===== src/rtl/core/mbc_pkg.sv =====
// Package for the Magma 64-bit block cipher core: word types, key schedule
// type, S-box table, round function and key word selection.
// No dependencies.
package mbc_pkg;

  localparam int unsigned WordW      = 32;
  localparam int unsigned BlockW     = 64;
  localparam int unsigned NumRounds  = 32;
  localparam int unsigned NumKeyWords = 8;
  localparam int unsigned NumKeyRegs = 4;
  localparam int unsigned CfgIdxW    = 8;
  localparam int unsigned RotAmt     = 11;
  localparam int unsigned FwdRounds  = 24;
  localparam logic [2:0]  WordMask   = 3'h7;

  localparam logic KindEncrypt = 1'b0;
  localparam logic KindDecrypt = 1'b1;

  typedef logic [WordW-1:0] word_t;
  typedef logic [0:NumKeyWords-1][WordW-1:0] key_sched_t;

  typedef struct packed {
    logic valid;
    logic kind;
  } stage_ctl_t;

  localparam logic [0:7][0:15][3:0] SBOX = '{
    '{4'h1, 4'h7, 4'he, 4'hd, 4'h0, 4'h5, 4'h8, 4'h3,
      4'h4, 4'hf, 4'ha, 4'h6, 4'h9, 4'hc, 4'hb, 4'h2},
    '{4'h8, 4'he, 4'h2, 4'h5, 4'h6, 4'h9, 4'h1, 4'hc,
      4'hf, 4'h4, 4'hb, 4'h0, 4'hd, 4'ha, 4'h3, 4'h7},
    '{4'h5, 4'hd, 4'hf, 4'h6, 4'h9, 4'h2, 4'hc, 4'ha,
      4'hb, 4'h7, 4'h8, 4'h1, 4'h4, 4'h3, 4'he, 4'h0},
    '{4'h7, 4'hf, 4'h5, 4'ha, 4'h8, 4'h1, 4'h6, 4'hd,
      4'h0, 4'h9, 4'h3, 4'he, 4'hb, 4'h4, 4'h2, 4'hc},
    '{4'hc, 4'h8, 4'h2, 4'h1, 4'hd, 4'h4, 4'hf, 4'h6,
      4'h7, 4'h0, 4'ha, 4'h5, 4'h3, 4'he, 4'h9, 4'hb},
    '{4'hb, 4'h3, 4'h5, 4'h8, 4'h2, 4'hf, 4'ha, 4'hd,
      4'he, 4'h1, 4'h7, 4'h4, 4'hc, 4'h9, 4'h6, 4'h0},
    '{4'h6, 4'h8, 4'h2, 4'h3, 4'h9, 4'ha, 4'h5, 4'hc,
      4'h1, 4'he, 4'h4, 4'h7, 4'hb, 4'hd, 4'h0, 4'hf},
    '{4'hc, 4'h4, 4'h6, 4'h2, 4'ha, 4'h5, 4'hb, 4'h9,
      4'he, 4'h8, 4'hd, 4'h7, 4'h0, 4'h3, 4'hf, 4'h1}
  };

  function automatic word_t mix(input word_t half, input word_t k);
    word_t s;
    word_t t;
    s = half + k;
    for (int j = 0; j < 8; j++) begin
      t[WordW-4-4*j +: 4] = SBOX[j][s[WordW-4-4*j +: 4]];
    end
    return {t[WordW-RotAmt-1:0], t[WordW-1:WordW-RotAmt]};
  endfunction

  function automatic logic [2:0] key_sel(input int unsigned round);
    logic [2:0] low;
    low = round[2:0];
    return (round < FwdRounds) ? low : (WordMask - low);
  endfunction

endpackage


===== src/rtl/core/mbc_round.sv =====
// One registered Feistel round of the Magma pipeline.
// Depends on mbc_pkg (types, round function, key word selection).
module mbc_round #(
  parameter int unsigned RoundIdx = 0
) (
  input  logic                clk,
  input  logic                rst_n,
  input  mbc_pkg::stage_ctl_t ctl_in,
  input  mbc_pkg::word_t      left_in,
  input  mbc_pkg::word_t      right_in,
  input  mbc_pkg::key_sched_t keys,
  output mbc_pkg::stage_ctl_t ctl_out,
  output mbc_pkg::word_t      left_out,
  output mbc_pkg::word_t      right_out
);
  import mbc_pkg::*;

  localparam logic [2:0] EncSel = key_sel(RoundIdx);
  localparam logic [2:0] DecSel = key_sel(NumRounds - 1 - RoundIdx);
  localparam bit         LastRound = (RoundIdx == NumRounds - 1);

  stage_ctl_t ctl_r, ctl_nxt;
  word_t      left_r, left_nxt;
  word_t      right_r, right_nxt;
  word_t      rkey;
  word_t      mixed;

  always_comb begin
    rkey    = (ctl_in.kind == KindDecrypt) ? keys[DecSel] : keys[EncSel];
    mixed   = left_in ^ mix(right_in, rkey);
    ctl_nxt = ctl_in;
    if (LastRound) begin
      left_nxt  = mixed;
      right_nxt = right_in;
    end else begin
      left_nxt  = right_in;
      right_nxt = mixed;
    end
  end

  always_ff @(posedge clk) begin
    if (!rst_n) begin
      ctl_r <= '0;
    end else begin
      ctl_r <= ctl_nxt;
    end
  end

  always_ff @(posedge clk) begin
    left_r  <= left_nxt;
    right_r <= right_nxt;
  end

  assign ctl_out   = ctl_r;
  assign left_out  = left_r;
  assign right_out = right_r;

endmodule


===== config.mk =====
export PLATFORM = sky130hd
export DESIGN_NAME = mbc_round
export DESIGN_NICKNAME = d
export VERILOG_FILES = /design/src/rtl/core/mbc_pkg.sv /design/src/rtl/core/mbc_round.sv
export SDC_FILE = /design/constraint.sdc
export NUM_CORES = 1
export LEC_CHECK = 0
export ABC_CLOCK_PERIOD_IN_PS = 10100
export BUFFER_PORTS_ARGS = -buffer_cell sky130_fd_sc_hd__buf_2
export CORE_AREA = 2 2 151 153
export CTS_BUF_LIST = sky130_fd_sc_hd__clkbuf_16
export CTS_CLUSTER_DIAMETER = 40
export CTS_CLUSTER_SIZE = 12
export DETAILED_ROUTE_END_ITERATION = 8
export DIE_AREA = 0 0 153 155
export SYNTH_ARGS = -nofsm -noshare
export SYNTH_HDL_FRONTEND = slang
export SYNTH_SLANG_ARGS = --single-unit

===== constraint.sdc =====
create_clock -name clk -period 10.1 [get_ports clk]
set_input_delay 2.02 -clock clk [delete_from_list [all_inputs] [get_ports clk]]
set_output_delay 2.02 -clock clk [all_outputs]
set_load 0.1 [all_outputs]

# Word-level counts from Yosys, hierarchy flattened
# Memory sizes are Yosys's and may differ from the RTL's.
# Index checks and enable logic that the tools add are counted.
# totals
romBits,512
output_inout_bits,66
ff_bits,66
memories,8
wordCells,46
# op_classes
bitwise_logic,9
add_sub_neg,1
order_cmp,8
n_mux,16
# memory_table
name,depth,width,read_ports,rd_ports_with_merged_regs,wr,line,source
(name not given),16,4,1,0,0,mbc_pkg.sv:51,t[WordW-4-4*j +: 4] = SBOX[j][s[WordW-4-4*j +: 4]];
(name not given),16,4,1,0,0,mbc_pkg.sv:51,
(name not given),16,4,1,0,0,mbc_pkg.sv:51,
(name not given),16,4,1,0,0,mbc_pkg.sv:51,
(name not given),16,4,1,0,0,mbc_pkg.sv:51,
(name not given),16,4,1,0,0,mbc_pkg.sv:51,
2 more memories,n/a,n/a,n/a,n/a,n/a,n/a,
# op_table
op,count
4-bit 2-to-1 mux,16
"5-bit >= comparator, second input constant",8
4-bit NOT with 5-bit output,8
32-bit adder,1
32-bit XOR,1

# Depth between registers and ports, before layout
# Gate-level depths: netlist (run 1).
# depth
depth_word,6
depth_mapped,16
ltp_nobuf,16

# Least setup slack after synthesis (run 1)
# OpenSTA, ideal clock, no wires.
# synth_path
kind,input-to-reg
start,input right_in[0]
end,register right_r[2] (netlist: right_out[2])
required_ns,9.982
path_buffers,0
arrival_time_ns,4.935
stages,14
setup_slack_ns,5.047
setup_ns,0.118
cell_sequence,ha_1 inv_1 fa_1 nand2b_1 a21o_1 a211oi_2 or2_1 a31oi_1 o21ai_1 xor2_1 inv_1 ha_1 mux4_2 xnor2_1
# synth_via
elab_chain_len,6
# synth_lines
item,line,source
from (decl),mbc_round.sv:10,"input mbc_pkg::word_t right_in,"
32-bit adder,mbc_pkg.sv:49,s = half + k;
4-bit NOT with 5-bit output (not written as such),mbc_pkg.sv:51,
memory read 16 x 4 bit,n/a,
4-bit 2-to-1 mux (not written as such) (2 in series),mbc_pkg.sv:51,
32-bit XOR,mbc_round.sv:30,"mixed = left_in ^ mix(right_in, rkey);"
net mixed[2],mbc_round.sv:26,word_t mixed;
to (signal assigned),mbc_round.sv:51,right_r <= right_nxt;
to (decl),mbc_round.sv:24,"word_t right_r, right_nxt;"
# The timed path passes the listed nets, and every way through them passes these cells. The select of a mux whose other input is x is not followed.
# A chain may end at the register's enable or synchronous reset.

# Final worst setup path (run 1)
# Ends and elaborated chain as after synthesis.

==> impl_metrics.csv, run 1 <==
group,metric,value,unit
cts,path_clk_slew,0.06,ns
cts,ctsHoldBuffers,0,
cts,cts_root_buf,"clkbuf_16",
critical_path,cp_max_fo,6,
drt,wirelength,15.9,mm
sta,hold_viol,0,
placement,place_ws,4.48,ns
floorplan,top_level_ports,390,
power,peakVddDrop,182,uV
outcome,status,"finished, final reports clean",
grt,antenna_found_initial,10,
finish,final_util,28.6,%
placement,placed_cells,961,
floorplan,start_util,22.1,%
finish,drive_gt1_share,32.1,%
sta,tns,0,ns
finish,areaGrowthSynthToFinish,29.4,%
drt,firstDrtPassIters,4,
sta,fmax,0.191,GHz
flow_run,cap_violations,0,
sta,fin_ws,4.87,ns
synthesis,syn_inst,522,
floorplan,core,22200,um2
synthesis,ys_async_sr_fraction,0,%
power,p_total,1.71,mW
critical_path,startpoint_type,"input port",
critical_path,setup.worst_path.end_class,"flop",
drt,wl_per_cell,16.2,um
synthesis,synth.distinct_cells,66,
synthesis,yosysWarnings,0,
min_path,hp-class,"input port to flop",
sta,setup-violations-final,0,
floorplan,die_area,23700,um2
power,power_density,270,nW/um2
placement,place_area,6010,um2
grt,grt_pass1_vias,4233,
synthesis,synth_top_area_cell,"dfxtp_1",
synthesis,yosys_most_used_dff,"dfxtp_1",
sta,relSlewSlack,54.1,%
cts,cts.path.max_buffers,2,
floorplan,die_h,155,um
grt,grt_max_degree,13,
cts,cts_sinks,66,
power,p_leak,3.03,nW
drt,ant_nets,0,
synthesis,synth_edf_count,0,
finish,layout.nets,1080,
floorplan,die_x,153,um
sta,rsz0062_at_grt,"false",
min_path,hold_depth,1,
critical_path,required,10.33,ns
drt,vias,4298,
synthesis,postSynthAreaPerCell,9.40,um2
synthesis,synth_seq_cells,66,
sta,period_needed,5.23,ns
synthesis,syn_nets,915,
sta,slew_violations,0,
synthesis,ys_seq_area_share,26.9,%
finish,stdcell_count,982,
placement,io_buffers,165,
drt,drcViolationCount,0,
synthesis,synthTopCellsByArea,"dfxtp_1, ha_1, xnor2_1, xor2_1, mux4_2",
critical_path,crit_type,"input port to flop",
cts,ctsHtreeMaxLevel,3,
cts,cts_tree,"yes",
sta,worst_pin_slew,0.683,ns
synthesis,synth.cell_area,4900,um2
grt,grt_usage,13.4,%
finish,postLayoutCellArea,6350,um2
sta,fin_crit_sh,51.8,%
placement,finalWeightedCongestion,0.837,
finish,final_common_cell,"buf_2",
cts,cts_buffers,9,
grt,grt_pass1_wl,23.8,mm
sta,finalHoldWorstSlack,1.79,ns
cts,cts_resized,0,
cts,cts_setup_buffers,0,
drt,via_per_inst,4.38,
floorplan,rows,55,
finish,final_cell_mix,"buf_2, ha_1, dfxtp_1, a21oi_1, inv_1",
drt,drtIter0Drc,192,
placement,dp_hpwl,13.5,mm
synthesis,synth_top_area_share,26.9,%
critical_path,critPathArrivalTime,5.46,ns
grt,gr-total-overflow,0,
-- Yosys cell counts (all sizes together) (3+ instances only) --
| master | n |
|---|---|
| a311oi | 4 |
| nor2 | 22 |
| or3 | 4 |
| o211ai | 3 |
| inv | 36 |
| a31oi | 5 |
| nand2 | 31 |
| nand4 | 8 |
| and2 | 7 |
| nor2b | 4 |
| mux4 | 11 |
| nand2b | 5 |
| xor2 | 29 |
| nand3 | 10 |
| a21oi | 44 |
| o21a | 4 |
| mux2i | 17 |
| nor4 | 3 |
| ha | 68 |
| buf | 7 |
| o21ai | 21 |
| nor3 | 13 |
| and3 | 9 |
| a211oi | 7 |
| xnor2 | 32 |
| a221oi | 3 |
| dfxtp | 66 |
| a21o | 20 |
| mux2 | 4 |
| clkbuf | 4 |
-- per-layer routing --
metal,share of wire (%),wire length (um),vias to the layer above,global-route usage (%)
li1,-,-,2211,-
met5,0.34,54,-,0
met1,49,7770,1921,17.8
met3,12,1970,19,8.30
met4,1.1,176,10,3.44
met2,37,5940,137,18.0
-- state kept, by name (all words and copies together), names as in the netlist --
register,flops
right_out,32
ctl_out,2
left_out,32
-- power breakdown --
| group | switching, mW | internal (mW) | leakage, nW |
|---|---|---|---|
| combinational | 0.785 | 0.237 | 2.32 |
| sequential | 0.0160 | 0.332 | 0.557 |
| clock | 0.128 | 0.216 | 0.151 |
| total | 0.930 | 0.784 | 3.03 |
-- cell type report --
class,instances,area [um2]
inverters,36,135
fillers,2377,15900
clock inverters,7,93.8
multi-input cells,409,3380
well taps,285,357
repair buffers,165,826
diodes,5,12.5
flip-flops and latches,66,1320
clock buffers,9,225
-- worst max-delay path, stage by stage --
cell and delay, ns:
buf_2 0.09, ha_1 0.18, inv_1 0.06, fa_1 0.40, nand2b_1 0.19, a21o_1 0.22
a211oi_2 0.25, or2_1 0.18, a31oi_1 0.14, o21ai_1 0.22, xor2_1 0.41, inv_1 0.16
ha_1 0.34, mux4_2 0.47, xnor2_1 0.13
-- path summary, 6_finish.rpt --
check               startpoint            to  slack, ns
hold / removal    right_in[12]  left_out[12]       1.79
setup / recovery   right_in[0]  right_out[2]       4.87
-- cell families (layout without fill, tap and decap cells) --
| group | after synthesis | after routing | share of synthesized area (%) |
|---|---|---|---|
| AOI/OAI and AO/OA | 125 | 125 | 17.5 |
| and+or+nand+nor | 122 | 122 | 12.9 |
| adders and majority gates | 69 | 69 | 17.8 |
| DFF | 66 | 66 | 26.9 |
| xor gates and xnor gates | 61 | 61 | 11.3 |
| buffers and inverters | 47 | 217 | 4.23 |
| muxes | 32 | 32 | 9.44 |
| other | 0 | 5 | 0 |
Note: power is estimated with default switching activity, not from simulation.
==> inputs of run 2 (changes only) <==
ABC_CLOCK_PERIOD_IN_PS = 4290   (was 10100)
clock period = 4.29 ns   (was 10.1 ns; I/O delays follow)
==> run 2 against run 1 <==
Critical path depth is 1 lower. Worst setup slack worse by 4.4 ns. Sequential share of layout area is 0.22 points lower. Routed wire length is 0.45% higher. Cell count is 1.0% higher. Largest power group unchanged. Design area is 1.1% higher. First-iteration DRC count is 31% higher. Critical path type unchanged. Total power is 140% higher.
==> impl_metrics.csv, run 2 (synthesized netlist as in run 1, its figures left out) <==
group,metric,value,unit
min_path,hold_end,"left_out[25]",
cts,cts.path.max_buffers,2,
critical_path,setup.worst_path.end_class,"flop",
sta,setup-violations-final,0,
grt,grt_usage,13.4,%
finish,final_cell_mix,"buf_2, ha_1, dfxtp_1, a21oi_1, inv_1",
placement,dp_hpwl,13.5,mm
floorplan,die_h,155,um
grt,gr-total-overflow,0,
grt,busiest_layer,"met2",
power,p_leak,3.08,nW
critical_path,critPathArrivalTime,4.06,ns
power,pwr-share-clk,19.3,%
sta,hold_viol,0,
critical_path,cpMaxStageDelayCell,"mux4_2",
min_path,hp-class,"input port to flop",
cts,cts_root_buf,"clkbuf_16",
drt,wirelength,16.0,mm
finish,stdcell_count,992,
sta,relSlewSlack,56.5,%
power,internal-power,1.86,mW
drt,firstDrtPassIters,4,
cts,ctsHoldBuffers,0,
finish,drive_gt1_share,32.6,%
outcome,status,"finished, final reports clean",
finish,n_fill_cell,2374,
cts,path_clk_slew,0.06,ns
drt,drtIter0Drc,251,
floorplan,top_level_ports,390,
finish,postLayoutCellArea,6410,um2
sta,slew_violations,0,
cts,cts_sinks,66,
finish,final_common_cell,"buf_2",
sta,finalHoldWorstSlack,0.631,ns
placement,finalWeightedCongestion,0.839,
placement,io_buffers,165,
cts,ctsHtreeMaxLevel,3,
critical_path,cp_max_fo,6,
grt,grt_pass1_wl,23.8,mm
sta,worst_pin_slew,0.648,ns
min_path,hold_depth,1,
grt,grt_pass1_vias,4305,
grt,grt_max_degree,11,
grt,grt_use_met3,8.89,%
critical_path,crit_buf_inv,3,
placement,place_area,6100,um2
grt,grt_use_met1,17.5,%
floorplan,core,22200,um2
critical_path,required,4.52,ns
floorplan,rows,55,
placement,placed_cells,973,
drt,drcViolationCount,0,
critical_path,worstPathCellList,"buf_2, ha_1, inv_1, fa_1, nand2b_1, a21o_1, a211oi_2, or2_1, a31oi_1, xnor2_1, inv_1, ha_1, mux4_2, xor2_1",
grt,antenna_found_initial,11,
sta,period_needed,3.83,ns
power,power_density,630,nW/um2
finish,areaGrowthSynthToFinish,30.8,%
sta,fin_crit_sh,89.3,%
sta,fmax,0.261,GHz
sta,tns,0,ns
critical_path,crit_type,"input port to flop",
floorplan,die_x,153,um
critical_path,slowest_delay,0.48,ns
drt,vias,4398,
floorplan,start_util,22.1,%
critical_path,crit_family,"adder cells",
cts,cts_resized,0,
drt,via_per_inst,4.43,
cts,cts_tree,"yes",
power,power_frac_seq,20.3,%
power,p_total,4.04,mW
finish,layout.nets,1092,
power,power_frac_comb,60.4,%
floorplan,die_area,23700,um2
min_path,worstHoldStart,"right_in[25]",
drt,wl_per_cell,16.1,um
flow_run,cap_violations,0,
finish,final_util,28.9,%
sta,fin_ws,0.460,ns
power,netSwitchingPower,2.18,mW
drt,ant_nets,0,
power,peakVddDrop,423,uV
critical_path,startpoint_type,"input port",
sta,rsz0062_at_grt,"false",
power,swShare,53.9,%
grt,grt_util_met2,18.0,%
cts,cts_buffers,9,
cts,cts_setup_buffers,0,
placement,place_ws,0.0946,ns
run 2: power by group through the flow:
stage                     combinational [mW]  sequential, mW  clock, mW
final                                   2.44           0.819      0.780
after global routing                    2.60           0.837      0.837
after CTS                               2.46           0.821      0.811
after detailed placement                2.45           0.827          0
after global placement                  2.44           0.824          0
after floorplan                        0.770            2.05          0
run 2: layer usage:
layer,wire length (um),part of all wire (%)
met3,2010,13
met5,75,0.47
met1,7740,48
met2,5970,37
met4,187,1.2
run 2: worst max path at each step:
stage,end,startpoint,slack (ns),depth (start not counted)
after global placement,right_out[8],right_in[0],0.10,14
after detailed placement,right_out[8],right_in[0],0.09,14
after global routing,right_out[27],right_in[0],0.18,14
after CTS,right_out[8],right_in[0],0.44,14
final,right_out[27],right_in[0],0.46,14
after floorplan,right_out[2],right_in[0],0.40,14
run 2: layout make-up:
| type | instances | area [um2] | area share, % |
|---|---|---|---|
| Multi-Input combinational cell | 409 | 3380 | 52.6 |
| Sequential cell | 66 | 1320 | 20.6 |
| Timing Repair Buffer | 177 | 916 | 14.3 |
| Tap cell | 285 | 357 | 5.56 |
| Clock buffer | 9 | 225 | 3.51 |
| Inverter | 36 | 135 | 2.11 |
| Clock inverter | 5 | 71.3 | 1.11 |
| Antenna cell | 5 | 12.5 | 0.195 |
